File: src/hw/rtl/lsfd_pkg.sv
// Package for the laser scan frame decoder: framing constants, the
// front-to-back queue entry type and the front sequencer phase type.
// No dependencies.
package lsfd_pkg;

   localparam logic [7:0] SYNC_BYTE  = 8'hFA;
   localparam logic [7:0] HDR_BASE   = 8'hA0;

   // Byte positions inside a 42-byte packet.
   localparam logic [5:0] POS_SPEED_LO   = 6'd2;
   localparam logic [5:0] POS_SPEED_HI   = 6'd3;
   localparam logic [5:0] POS_FIRST_READ = 6'd4;
   localparam logic [5:0] POS_CHECKSUM   = 6'd40;
   localparam logic [5:0] POS_LAST       = 6'd41;
   localparam logic [5:0] PKT_LAST       = 6'd59;

   // Byte slots inside one 6-byte reading.
   localparam logic [2:0] SUB_INT_LO = 3'd0;
   localparam logic [2:0] SUB_INT_HI = 3'd1;
   localparam logic [2:0] SUB_RNG_LO = 3'd2;
   localparam logic [2:0] SUB_RNG_HI = 3'd3;
   localparam logic [2:0] SUB_LAST   = 3'd5;

   localparam logic [8:0] LAST_ANGLE     = 9'd359;
   localparam logic [8:0] ANGLES_PER_PKT = 9'd6;

   // speed / 10 == (speed * 52429) >> 19 for every 16-bit speed.
   localparam logic [16:0] RPM_RECIP = 17'd52429;
   localparam int          RPM_SHIFT = 19;
   localparam int          RPM_W     = 13;

   localparam int QUEUE_DEPTH = 4;
   localparam int QUEUE_AW    = $clog2(QUEUE_DEPTH);

   typedef enum logic [1:0] {
      PH_HUNT,
      PH_SECOND,
      PH_FRAME
   } phase_type;

   typedef enum logic {
      EV_SPEED,
      EV_READING
   } event_kind_type;

   // word_a: speed word or range word; word_b: intensity word.
   typedef struct packed {
      event_kind_type kind;
      logic [15:0]    word_a;
      logic [15:0]    word_b;
      logic [8:0]     angle;
   } event_type;

endpackage

File: src/hw/rtl/lsfd_req_if.sv
// Input channel of the scan frame decoder: one serial byte per word.
// Depends on nothing.
interface lsfd_req_if;
   logic       valid;
   logic       ready;
   logic [7:0] rx_byte;

   modport source (output valid, output rx_byte, input ready);
   modport sink (input valid, input rx_byte, output ready);
endinterface

File: src/hw/rtl/lsfd_rsp_if.sv
// Result channel of the scan frame decoder: one range reading per word.
// Depends on nothing.
interface lsfd_rsp_if;
   logic        valid;
   logic        ready;
   logic [8:0]  angle_deg;
   logic [15:0] range_mm;
   logic [15:0] intensity;
   logic [12:0] rpm;
   logic [31:0] speed_sum;
   logic        scan_last;

   modport source (output valid, output angle_deg, output range_mm, output intensity,
                   output rpm, output speed_sum, output scan_last, input ready);
   modport sink (input valid, input angle_deg, input range_mm, input intensity,
                 input rpm, input speed_sum, input scan_last, output ready);
endinterface

File: src/hw/rtl/lsfd_front.sv
// Front end of the scan frame decoder: frame sync, byte position tracking
// and classification of bytes into speed and reading events.
// Depends on lsfd_pkg and lsfd_req_if.
module lsfd_front (
   input  logic                clock,
   input  logic                reset,
   lsfd_req_if.sink            req_chan,
   input  logic                queue_full,
   output logic                push,
   output lsfd_pkg::event_type push_event
);

   lsfd_pkg::phase_type phase_ff, phase_in;
   logic [5:0]  pos_ff, pos_in;
   logic [5:0]  pkt_ff, pkt_in;
   logic        ok_ff, ok_in;
   logic [7:0]  low_ff, low_in;
   logic [15:0] inten_ff, inten_in;
   logic [2:0]  sub_ff, sub_in;
   logic [2:0]  rd_ff, rd_in;
   logic [8:0]  base_ff, base_in;
   logic        fire;
   logic [7:0]  b;

   assign req_chan.ready = !queue_full;
   assign fire = req_chan.valid && !queue_full;
   assign b    = req_chan.rx_byte;

   always_comb begin
      phase_in = phase_ff;
      if (fire) begin
         case (phase_ff)
            lsfd_pkg::PH_HUNT: begin
               if (b == lsfd_pkg::SYNC_BYTE) phase_in = lsfd_pkg::PH_SECOND;
            end
            lsfd_pkg::PH_SECOND: begin
               phase_in = (b == lsfd_pkg::HDR_BASE) ? lsfd_pkg::PH_FRAME : lsfd_pkg::PH_HUNT;
            end
            lsfd_pkg::PH_FRAME: begin
               if (pos_ff == lsfd_pkg::POS_LAST && pkt_ff == lsfd_pkg::PKT_LAST) begin
                  phase_in = lsfd_pkg::PH_HUNT;
               end
            end
            default: phase_in = lsfd_pkg::PH_HUNT;
         endcase
      end
   end

   always_comb begin
      pos_in   = pos_ff;
      pkt_in   = pkt_ff;
      ok_in    = ok_ff;
      low_in   = low_ff;
      inten_in = inten_ff;
      sub_in   = sub_ff;
      rd_in    = rd_ff;
      base_in  = base_ff;
      push     = 1'b0;
      push_event.kind   = lsfd_pkg::EV_READING;
      push_event.word_a = {b, low_ff};
      push_event.word_b = inten_ff;
      push_event.angle  = base_ff - {6'd0, rd_ff};
      if (fire) begin
         case (phase_ff)
            lsfd_pkg::PH_SECOND: begin
               if (b == lsfd_pkg::HDR_BASE) begin
                  pos_in  = lsfd_pkg::POS_SPEED_LO;
                  pkt_in  = 6'd0;
                  ok_in   = 1'b1;
                  base_in = lsfd_pkg::LAST_ANGLE;
               end
            end
            lsfd_pkg::PH_FRAME: begin
               if (pos_ff == 6'd0) begin
                  ok_in = (b == lsfd_pkg::SYNC_BYTE);
               end else if (pos_ff == 6'd1) begin
                  ok_in = ok_ff && (b == lsfd_pkg::HDR_BASE + {2'b00, pkt_ff});
               end else if (pos_ff == lsfd_pkg::POS_SPEED_LO) begin
                  low_in = b;
               end else if (pos_ff == lsfd_pkg::POS_SPEED_HI) begin
                  push            = ok_ff;
                  push_event.kind = lsfd_pkg::EV_SPEED;
                  sub_in          = 3'd0;
                  rd_in           = 3'd0;
               end else if (pos_ff < lsfd_pkg::POS_CHECKSUM) begin
                  case (sub_ff)
                     lsfd_pkg::SUB_INT_LO: low_in = b;
                     lsfd_pkg::SUB_RNG_LO: low_in = b;
                     lsfd_pkg::SUB_INT_HI: inten_in = {b, low_ff};
                     lsfd_pkg::SUB_RNG_HI: push = ok_ff;
                     default: ;
                  endcase
                  if (sub_ff == lsfd_pkg::SUB_LAST) begin
                     sub_in = 3'd0;
                     rd_in  = rd_ff + 3'd1;
                  end else begin
                     sub_in = sub_ff + 3'd1;
                  end
               end
               // The checksum bytes only advance the position; the last one also steps the packet and base angle.
               if (pos_ff == lsfd_pkg::POS_LAST) begin
                  pos_in  = 6'd0;
                  pkt_in  = (pkt_ff == lsfd_pkg::PKT_LAST) ? 6'd0 : pkt_ff + 6'd1;
                  base_in = base_ff - lsfd_pkg::ANGLES_PER_PKT;
               end else begin
                  pos_in = pos_ff + 6'd1;
               end
            end
            default: ;
         endcase
      end
   end

   always_ff @(posedge clock) begin
      if (reset) begin
         phase_ff <= lsfd_pkg::PH_HUNT;
         pos_ff   <= 6'd0;
         pkt_ff   <= 6'd0;
         ok_ff    <= 1'b0;
      end else begin
         phase_ff <= phase_in;
         pos_ff   <= pos_in;
         pkt_ff   <= pkt_in;
         ok_ff    <= ok_in;
      end
      low_ff   <= low_in;
      inten_ff <= inten_in;
      sub_ff   <= sub_in;
      rd_ff    <= rd_in;
      base_ff  <= base_in;
   end

endmodule

File: src/hw/rtl/lsfd_queue.sv
// Short event queue between the front end and the back end.
// Depends on lsfd_pkg.
module lsfd_queue (
   input  logic                clock,
   input  logic                reset,
   input  logic                push,
   input  lsfd_pkg::event_type push_event,
   input  logic                pop,
   output lsfd_pkg::event_type head,
   output logic                empty,
   output logic                full
);

   lsfd_pkg::event_type slot_ff [lsfd_pkg::QUEUE_DEPTH];
   logic [lsfd_pkg::QUEUE_AW-1:0] wr_ff, wr_in;
   logic [lsfd_pkg::QUEUE_AW-1:0] rd_ff, rd_in;
   logic [lsfd_pkg::QUEUE_AW:0]   count_ff, count_in;

   assign empty = (count_ff == '0);
   assign full  = (count_ff == (lsfd_pkg::QUEUE_AW+1)'(lsfd_pkg::QUEUE_DEPTH));
   assign head  = slot_ff[rd_ff];

   always_comb begin
      wr_in    = push ? wr_ff + (lsfd_pkg::QUEUE_AW)'(1) : wr_ff;
      rd_in    = pop ? rd_ff + (lsfd_pkg::QUEUE_AW)'(1) : rd_ff;
      count_in = count_ff;
      if (push && !pop) begin
         count_in = count_ff + (lsfd_pkg::QUEUE_AW+1)'(1);
      end else if (pop && !push) begin
         count_in = count_ff - (lsfd_pkg::QUEUE_AW+1)'(1);
      end
   end

   always_ff @(posedge clock) begin
      if (reset) begin
         wr_ff    <= '0;
         rd_ff    <= '0;
         count_ff <= '0;
      end else begin
         wr_ff    <= wr_in;
         rd_ff    <= rd_in;
         count_ff <= count_in;
      end
      if (push) begin
         slot_ff[wr_ff] <= push_event;
      end
   end

`ifndef SYNTHESIS
   a_no_push_full: assert property (@(posedge clock) disable iff (reset) !(push && full))
      else $error("event pushed into a full queue");
   a_no_pop_empty: assert property (@(posedge clock) disable iff (reset) !(pop && empty))
      else $error("event popped from an empty queue");
   a_count_bound: assert property (@(posedge clock) disable iff (reset)
      count_ff <= (lsfd_pkg::QUEUE_AW+1)'(lsfd_pkg::QUEUE_DEPTH))
      else $error("queue count beyond depth");
   a_ptr_gap: assert property (@(posedge clock) disable iff (reset)
      (count_ff == '0) |-> (wr_ff == rd_ff))
      else $error("empty queue with pointers apart");
`endif

endmodule

File: src/hw/rtl/lsfd_back.sv
// Back end of the scan frame decoder: rpm and speed total upkeep and the
// result output register.
// Depends on lsfd_pkg and lsfd_rsp_if.
module lsfd_back (
   input  logic                clock,
   input  logic                reset,
   input  lsfd_pkg::event_type head,
   input  logic                empty,
   output logic                pop,
   lsfd_rsp_if.source          rsp_chan
);

   logic [lsfd_pkg::RPM_W-1:0] rpm_ff, rpm_in;
   logic [31:0] sum_ff, sum_in;
   logic [32:0] rpm_product;
   logic        valid_ff, valid_in;
   logic        load;
   logic [8:0]  angle_ff;
   logic [15:0] range_ff;
   logic [15:0] inten_ff;
   logic [12:0] out_rpm_ff;
   logic [31:0] out_sum_ff;
   logic        last_ff;

   // A speed event never waits on the output; a reading needs a free slot.
   assign load = !empty && (head.kind == lsfd_pkg::EV_READING)
                 && (!valid_ff || rsp_chan.ready);
   assign pop  = !empty && ((head.kind == lsfd_pkg::EV_SPEED) || !valid_ff || rsp_chan.ready);

   assign rpm_product = head.word_a * lsfd_pkg::RPM_RECIP;

   always_comb begin
      rpm_in = rpm_ff;
      sum_in = sum_ff;
      if (!empty && head.kind == lsfd_pkg::EV_SPEED) begin
         rpm_in = rpm_product[lsfd_pkg::RPM_SHIFT +: lsfd_pkg::RPM_W];
         sum_in = sum_ff + {16'd0, head.word_a};
      end
      valid_in = valid_ff;
      if (load) begin
         valid_in = 1'b1;
      end else if (rsp_chan.ready) begin
         valid_in = 1'b0;
      end
   end

   always_ff @(posedge clock) begin
      if (reset) begin
         rpm_ff   <= '0;
         sum_ff   <= '0;
         valid_ff <= 1'b0;
      end else begin
         rpm_ff   <= rpm_in;
         sum_ff   <= sum_in;
         valid_ff <= valid_in;
      end
      if (load) begin
         angle_ff   <= head.angle;
         range_ff   <= head.word_a;
         inten_ff   <= head.word_b;
         out_rpm_ff <= rpm_ff;
         out_sum_ff <= sum_ff;
         last_ff    <= (head.angle == 9'd0);
      end
   end

   assign rsp_chan.valid     = valid_ff;
   assign rsp_chan.angle_deg = angle_ff;
   assign rsp_chan.range_mm  = range_ff;
   assign rsp_chan.intensity = inten_ff;
   assign rsp_chan.rpm       = out_rpm_ff;
   assign rsp_chan.speed_sum = out_sum_ff;
   assign rsp_chan.scan_last = last_ff;

endmodule

File: src/hw/rtl/lidar_scan_frame_decoder.sv
// Top level of the laser scan frame decoder.
// Depends on lsfd_pkg, lsfd_req_if, lsfd_rsp_if, lsfd_front, lsfd_queue, lsfd_back.
//
// Usage:
//   req_chan carries the scanner's serial bytes, one byte per word.
//   rsp_chan carries one word per valid range reading: angle slot, range,
//   intensity, the rpm and speed total as of the packet's speed word, and
//   scan_last on the reading at angle 0.
//   The decoder hunts for the two-byte frame start, then walks the 60
//   packets of the frame by byte position; packets with a bad header give
//   no words, and the block hunts again after the last packet.
//   Throughput: one byte per cycle while the queue is not full. The edge
//   that accepts a reading's final range byte queues its event; the output
//   register loads it at the queue head once the output slot is free.
//   When rsp_chan stalls, reading events collect in the four-entry queue;
//   req_chan.ready drops only once that queue is full.
//   Reset (synchronous, active high) returns the decoder to hunting and
//   clears the rpm, the speed total and all queued or pending words.
module lidar_scan_frame_decoder (
   input  logic        clock,
   input  logic        reset,
   lsfd_req_if.sink    req_chan,
   lsfd_rsp_if.source  rsp_chan
);

   logic                push;
   lsfd_pkg::event_type push_event;
   logic                pop;
   lsfd_pkg::event_type head;
   logic                empty;
   logic                full;

   lsfd_front u_front (
      .clock      (clock),
      .reset      (reset),
      .req_chan   (req_chan),
      .queue_full (full),
      .push       (push),
      .push_event (push_event)
   );

   lsfd_queue u_queue (
      .clock      (clock),
      .reset      (reset),
      .push       (push),
      .push_event (push_event),
      .pop        (pop),
      .head       (head),
      .empty      (empty),
      .full       (full)
   );

   lsfd_back u_back (
      .clock    (clock),
      .reset    (reset),
      .head     (head),
      .empty    (empty),
      .pop      (pop),
      .rsp_chan (rsp_chan)
   );

endmodule

File: src/flat_wrapper.sv
// flat-port wrapper written by rule: the top's interface ports become plain ports
module lidar_scan_frame_decoder_flat 
  (clock, reset, req_chan_valid, req_chan_rx_byte, req_chan_ready, rsp_chan_valid, rsp_chan_angle_deg, rsp_chan_range_mm, rsp_chan_intensity, rsp_chan_rpm, rsp_chan_speed_sum, rsp_chan_scan_last, rsp_chan_ready);
  lsfd_req_if req_chan_i ();
  lsfd_rsp_if rsp_chan_i ();
  input  logic clock;
  input  logic reset;
  input wire logic [$bits(req_chan_i.valid)-1:0] req_chan_valid;
  input wire logic [$bits(req_chan_i.rx_byte)-1:0] req_chan_rx_byte;
  output wire logic [$bits(req_chan_i.ready)-1:0] req_chan_ready;
  output wire logic [$bits(rsp_chan_i.valid)-1:0] rsp_chan_valid;
  output wire logic [$bits(rsp_chan_i.angle_deg)-1:0] rsp_chan_angle_deg;
  output wire logic [$bits(rsp_chan_i.range_mm)-1:0] rsp_chan_range_mm;
  output wire logic [$bits(rsp_chan_i.intensity)-1:0] rsp_chan_intensity;
  output wire logic [$bits(rsp_chan_i.rpm)-1:0] rsp_chan_rpm;
  output wire logic [$bits(rsp_chan_i.speed_sum)-1:0] rsp_chan_speed_sum;
  output wire logic [$bits(rsp_chan_i.scan_last)-1:0] rsp_chan_scan_last;
  input wire logic [$bits(rsp_chan_i.ready)-1:0] rsp_chan_ready;
  assign req_chan_i.valid = req_chan_valid;
  assign req_chan_i.rx_byte = req_chan_rx_byte;
  assign req_chan_ready = req_chan_i.ready;
  assign rsp_chan_valid = rsp_chan_i.valid;
  assign rsp_chan_angle_deg = rsp_chan_i.angle_deg;
  assign rsp_chan_range_mm = rsp_chan_i.range_mm;
  assign rsp_chan_intensity = rsp_chan_i.intensity;
  assign rsp_chan_rpm = rsp_chan_i.rpm;
  assign rsp_chan_speed_sum = rsp_chan_i.speed_sum;
  assign rsp_chan_scan_last = rsp_chan_i.scan_last;
  assign rsp_chan_i.ready = rsp_chan_ready;
  lidar_scan_frame_decoder u_core (.clock(clock), .reset(reset), .req_chan(req_chan_i), .rsp_chan(rsp_chan_i));
endmodule
File: config.mk
export PLATFORM = sky130hd
export DESIGN_NAME = lidar_scan_frame_decoder_flat
export DESIGN_NICKNAME = d
export VERILOG_FILES = /design/src/hw/rtl/lsfd_pkg.sv /design/src/hw/rtl/lsfd_req_if.sv /design/src/hw/rtl/lsfd_rsp_if.sv /design/src/hw/rtl/lsfd_front.sv /design/src/hw/rtl/lsfd_queue.sv /design/src/hw/rtl/lsfd_back.sv /design/src/hw/rtl/lidar_scan_frame_decoder.sv /design/src/flat_wrapper.sv
export SDC_FILE = /design/constraint.sdc
export NUM_CORES = 1
export LEC_CHECK = 0
export ABC_AREA = 1
export BUFFER_PORTS_ARGS = -buffer_cell sky130_fd_sc_hd__buf_2
export CAP_MARGIN = 20
export CORE_MARGIN = 5
export CORE_UTILIZATION = 57
export DETAILED_ROUTE_END_ITERATION = 10
export PLACE_DENSITY = 0.75
export SKIP_CTS_REPAIR_TIMING = 1
export SYNTH_ARGS = -nofsm -noshare
export SYNTH_HDL_FRONTEND = slang
export SYNTH_SLANG_ARGS = --single-unit
export TNS_END_PERCENT = 1
File: constraint.sdc
create_clock -name clock -period 11.5 [get_ports clock]
set_input_delay 0 -clock clock [delete_from_list [all_inputs] [get_ports clock]]
set_output_delay 0 -clock clock [all_outputs]
set_load 0.02 [all_outputs]
# --- Word level (Yosys, flattened, before mapping) ---
# Memory sizes are Yosys's and may differ from the RTL's. A register that Yosys moved wholly into a read port is not among the register bits.
# Cells that the tools add are included.
totals:
  word_cells: 148
  latch_bits: 0
  ram_bits: 168
  mem_count: 1
  register_bits: 194
  mem_bits_ro: 0
  out_inout_bits: 89
op_classes:
  n_eq_ne: 21
  bitwise: 5
  n_mux: 48
  n_div: 0
  shifts: 0
  addsub: 12
  magnitude_cmp: 1
  reduce_logical: 38
  n_mul: 1
mem_list:
  columns: ["memory", "words", "width", "rd", "rd_clocked_by_memory_dff", "wr", "line", "text"]
  rows:
  - ["u_core.u_queue.slot_ff", 4, 42, 1, 1, 1, "lsfd_queue.sv:14", "lsfd_pkg::event_type slot_ff [lsfd_pkg::QUEUE_DEPTH];"]
ops:
  columns: ["op", "n"]
  rows:
  - ["32-bit by 16-bit adder with 32-bit output", 1]
  - ["16-bit by 16-bit multiplier with 32-bit output, second input constant", 1]
  - ["8-bit two-way mux", 4]
  - ["6-bit two-way mux", 5]
  - ["6-bit one-hot mux with 2 select lines", 2]
  - ["1-bit two-way mux", 21]
  - ["3-bit two-way mux", 6]
  - ["9-bit two-way mux", 2]
  - ["9-bit one-hot mux with 2 select lines", 1]
  - ["8-bit == test, second input constant", 2]
  - ["7-bit AND reduction", 2]
  - ["2-bit nonzero test", 7]
  - ["6-bit by 1-bit adder with 6-bit output, second input constant", 2]
  - ["6-bit by 2-bit == test with 1-bit output, second input constant", 2]
  - ["6-bit == test, second input constant", 2]
  - ["2-bit two-way mux", 5]
  - ["2-bit inequality test, second input constant", 5]
  - ["3-bit by 1-bit adder with 3-bit output, second input constant", 3]
  - ["1-bit logical AND", 9]
  - ["9-bit zero test", 1]
  - ["9-bit by 3-bit subtractor with 9-bit output", 1]
  - ["9-bit by 3-bit subtractor with 9-bit output, second input constant", 1]
  - ["8-bit by 6-bit adder with 8-bit output, first input constant", 1]
  - ["8-bit == test", 1]
  - ["other kinds (23)", 39]

# --- Depth between registers and ports, before layout ---
depth:
  depth_word: 13
  depth_mapped: 33
  ltp_nobuf: 30

# --- Hierarchy ---
# From an unflattened synthesis, not the netlist that was laid out.
hier_totals:
  cells_unflattened: 2139
  area_unflattened_um2: 20727.4
modules_own_cells:
  columns: ["module", "area_per_inst_um2", "cells_each", "instances"]
  rows:
  - ["lsfd_back", 11064.4, 1307, 1]
  - ["lsfd_queue", 6661.4, 464, 1]
  - ["lsfd_front", 3001.6, 368, 1]

# --- Least setup slack after synthesis ---
# Ideal clock, no wire load.
synth_path:
  kind: "register -> register"
  startpoint: "register with a tool-made name"
  endpoint: "register u_core.u_back.rpm_ff[2] (netlist name)"
  t_arrival_ns: 5.901
  setup_time_ns: 0.109
  path_slack_ns: 5.490
  period_less_slack_ns: 6.010
  n_path_buf: 4
  stages_incl_launch_ff: 28
  required_ns: 11.391
  path_cell_list: "dfxtp_1 buf_4 buf_2 buf_2 clkbuf_1 nor2_1 o22ai_1 ha_1 xor2_1 ha_1 a21o_1 fa_1 inv_1 fa_1 inv_1 fa_1 inv_1 fa_1 inv_1 ha_1 nand2_1 nor2_1 nand2_1 or3_1 nand4_1 nand3_1 nand2_1 inv_1"
synth_lines:
  columns: ["item", "line", "text"]
  rows:
  - ["end signal, assigned", "lsfd_back.sv:53", "rpm_ff <= rpm_in;"]
  - ["end, declared", "lsfd_back.sv:13", "logic [lsfd_pkg::RPM_W-1:0] rpm_ff, rpm_in;"]

==> results by group <==
Final layout
  – Most frequent cells in the layout: inv_1, edfxtp_1, nand2_1
  – Area Growth Syn to Fin: 12.2%
  – Layout cell share with drive strength beyond 1: 10.1%
  – # nets final: 2323
  – Non-Filler Instances: 2546
  – Commonest non-fill, non-tap cell in the layout: inv_1
  – Ant. Diodes: 0

Critical path
  – CP required: 11.97 ns
  – Crit Path Max Fanout: 85
  – Crit-path cells: buf_4 -> inv_2 -> buf_4 -> o21ai_0 -> o22ai_1 -> ha_1 -> inv_1 -> fa_1 -> fa_1 -> inv_1 -> fa_1 -> fa_1 -> ha_1 -> ha_1 -> a21o_1 -> a21boi_0 -> o221ai_1 -> nor2_1 -> nand3_1 -> a31oi_1
  – Buf/Inv on CP: 5
  – R2r endpoint: u_core.u_back.rpm_ff[10]
  – Crit path kind: flip-flop to flip-flop
  – Largest delay share family, worst path: adder cells
  – Worst path slowest cell: o22ai_1
  – Cells on worst reg2reg path: 20
  – Crit start category: flip-flop
  – Critical path capture point type: flip-flop
  – Critical Path AT: 7.91 ns
  – Slowest Stage Delay on Critical Path: 0.74 ns
  – CP dominant cell by count: fa_1
  – Reg2reg setup slack: 4.06 ns

Clock tree
  – Reg clk slew, reported paths: 0.06 ns
  – Clk sinks: 363
  – CTS tree: yes
  – Later-pin clock latency in the skew report: 0.55 ns
  – CTS H-tree lvls: 2
  – CTS Buf Count: 38
  – CTS root buffer: clkbuf_16
  – Clock buffer depth: 3

Timing
  – Worst-Margin Slew: 1.04 ns
  – Max frequency: 0.134 GHz
  – RSZ-0062 raised after global routing: no
  – Clock period minus worst slack: 7.44 ns
  – Final hold violation count: 0
  – Setup TNS: 0 ns
  – Clock Skews: 0.0148 ns
  – Pins Over Slew Limit: 0
  – Relative slew slack: 30.2%
  – WHS: 0.0673 ns
  – Endpoints failing setup: 0
  – Final Cycle Share: 64.7%

Run status
  – Outcome: finished, final reports clean

Logic synthesis
  – Synthesized Nets: 2194
  – Synth warnings: 0
  – Synth Area per Inst: 10.3 µm²
  – Netlist cell types: 49
  – Syn Inst Count: 1935
  – FF+latch count, synth: 363
  – Fraction of the yosys area taken by sequential cells: 51.2%
  – Mapped cell area: 19900 µm²

Routing
  – First-pass iteration count of the detailed router: 5
  – Routed WL: 47400 µm
  – DR WL/cell: 18.6 µm
  – Vias per cell: 5.50
  – Post-DRT Antenna Nets: 0
  – DRC: 0
  – Vias: 14000
  – Iter 0 DRT Violations: 1033

Job
  – Max Cap Viol: 0

Die
  – DIE AREA: 38800 µm²
  – Io pins: 101
  – Starting density of the core: 57.7%
  – Vert. Die Dim: 197 µm
  – Die W: 197 µm
  – Total core area: 34500 µm²
  – Row count: 68

Global route
  – Vias in the first global route: 14100
  – Pin count of the biggest net entering global routing: 86
  – All-Layer GR Usage: 24.7%
  – Initial antenna violation count: 0
  – Overflow after GRT: 0
  – Global-route wire length before repair: 75500 µm

Placement
  – Placed cell count: 2467
  – IO buf count: 100
  – Post-DP HPWL: 34100 µm
  – GPL Wtd Cong: 0.929

Hold path
  – Hold Path Origin: reset
  – Hold crit path type: input port to flip-flop
  – WHS Path Cells: 2
  – Hold worst-path end: u_core.u_back.sum_ff[31]
[worst max-delay path by stage]
stage	cells after the start	to	slack (ns)
after detailed placement	26	u_core.u_back.rpm_ff[8]	4.11
after floorplan	27	u_core.u_back.rpm_ff[2]	5.49
after CTS	26	u_core.u_back.rpm_ff[8]	4.09
final	20	u_core.u_back.rpm_ff[10]	4.06
after global placement	26	u_core.u_back.rpm_ff[8]	4.16
after global routing	26	u_core.u_back.rpm_ff[8]	3.40
[flip-flops by register name, indices dropped and copies added (netlist names), named ones only]
signal and cells:
u_core.u_front.low_ff 8, u_core.u_front.pos_ff 6, u_core.u_back.rsp_chan.angle_deg 9, u_core.u_back.rsp_chan.speed_sum 32
u_core.u_front.inten_ff 16, u_core.u_back.rsp_chan.rpm 13, u_core.u_queue.slot_ff 168, u_core.u_front.pkt_ff 6
u_core.u_queue.count_ff 3, u_core.u_front.phase_ff 2, u_core.u_back.rpm_ff 13, u_core.u_back.rsp_chan.intensity 16
u_core.u_front.ok_ff 1, u_core.u_back.sum_ff 32, u_core.u_back.rsp_chan.valid 1, u_core.u_queue.wr_ff 2
u_core.u_front.sub_ff 3, u_core.u_back.rsp_chan.scan_last 1, u_core.u_back.rsp_chan.range_mm 16, u_core.u_front.base_ff 8
u_core.u_front.rd_ff 3, u_core.u_queue.rd_ff 2
[synthesized netlist by cell type (all sizes together)]
cell / number / area [µm²]
or3: 1 / 6.26
o211ai: 1 / 7.51
buf: 21 / 123
nand4: 18 / 113
nor3: 22 / 110
inv: 331 / 1240
a21o: 11 / 82.6
edfxtp: 293 / 8800
clkbuf: 22 / 82.6
a311oi: 1 / 15.0
o21ai: 132 / 668
nor3b: 4 / 30.0
or2: 4 / 25.0
o211a: 1 / 10.0
a31oi: 4 / 25.0
a32oi: 7 / 61.3
o311ai: 1 / 8.76
dfxtp: 70 / 1400
nand3: 73 / 370
fa: 80 / 1600
o21bai: 3 / 22.5
xnor2: 14 / 123
xor2: 26 / 228
ha: 167 / 2090
nor4: 10 / 68.8
o221ai: 1 / 8.76
a211oi: 5 / 42.5
a21boi: 3 / 26.3
o21a: 3 / 22.5
a21oi: 88 / 448
o22ai: 29 / 181
nand3b: 3 / 22.5
nor2: 224 / 868
nand2: 260 / 986
and3: 2 / 12.5
[final cells by class]
| cell class | instances | area [µm²] |
|---|---|---|
| multi-input combinational | 1198 | 8330 |
| inverter | 331 | 1240 |
| clock buffer | 50 | 1020 |
| fill | 2731 | 12200 |
| tap | 455 | 569 |
| clock inverter | 17 | 221 |
| sequential | 363 | 10200 |
| timing repair buffer | 132 | 786 |
[metrics by stage]
stage,cell area [µm²],util [%],worst slack [ns]
6_report,22400,64.8,4.06
5_1_grt,22400,64.8,3.40
4_1_cts,22200,64.4,4.09
3_5_place_dp,21000,60.8,4.11
3_3_place_gp,21000,60.8,4.16
2_1_floorplan,19900,-,5.49
[kinds of logic after synthesis]
family | after synthesis | share of synthesized area (%)
xor+xnor | 40 | 1.76
buf+inv | 374 | 7.26
flops | 363 | 51.2
compound gates | 290 | 8.18
simple gates | 621 | 13.1
fa+ha+maj | 247 | 18.5
[worst reg2reg max path, delay by kind of cell, from the launching register on]
family | cells | cell delay (ns)
AO/OA/AOI/OAI | 6 | 2.02
adder cells (fa/ha/maj) | 7 | 3.17
buffers and inverters | 5 | 1.58
flip-flops | 1 | 0.31
AND/OR/NAND/NOR | 2 | 0.27
[routing by layer]
metal | global-route usage, % | part of all wire, % | vias to the layer above | wire (µm)
met5 | 0 | 0 | - | 0
met4 | 5.73 | 2.0 | 0 | 951
met3 | 4.91 | 6.4 | 66 | 3020
li1 | - | - | 6725 | -
met2 | 41.4 | 48 | 425 | 22800
met1 | 33.8 | 43 | 6787 | 20600
Power is left out: the tool's default activity adds up to more than one toggle a clock period on the data nets, which glitch-free logic cannot reach.
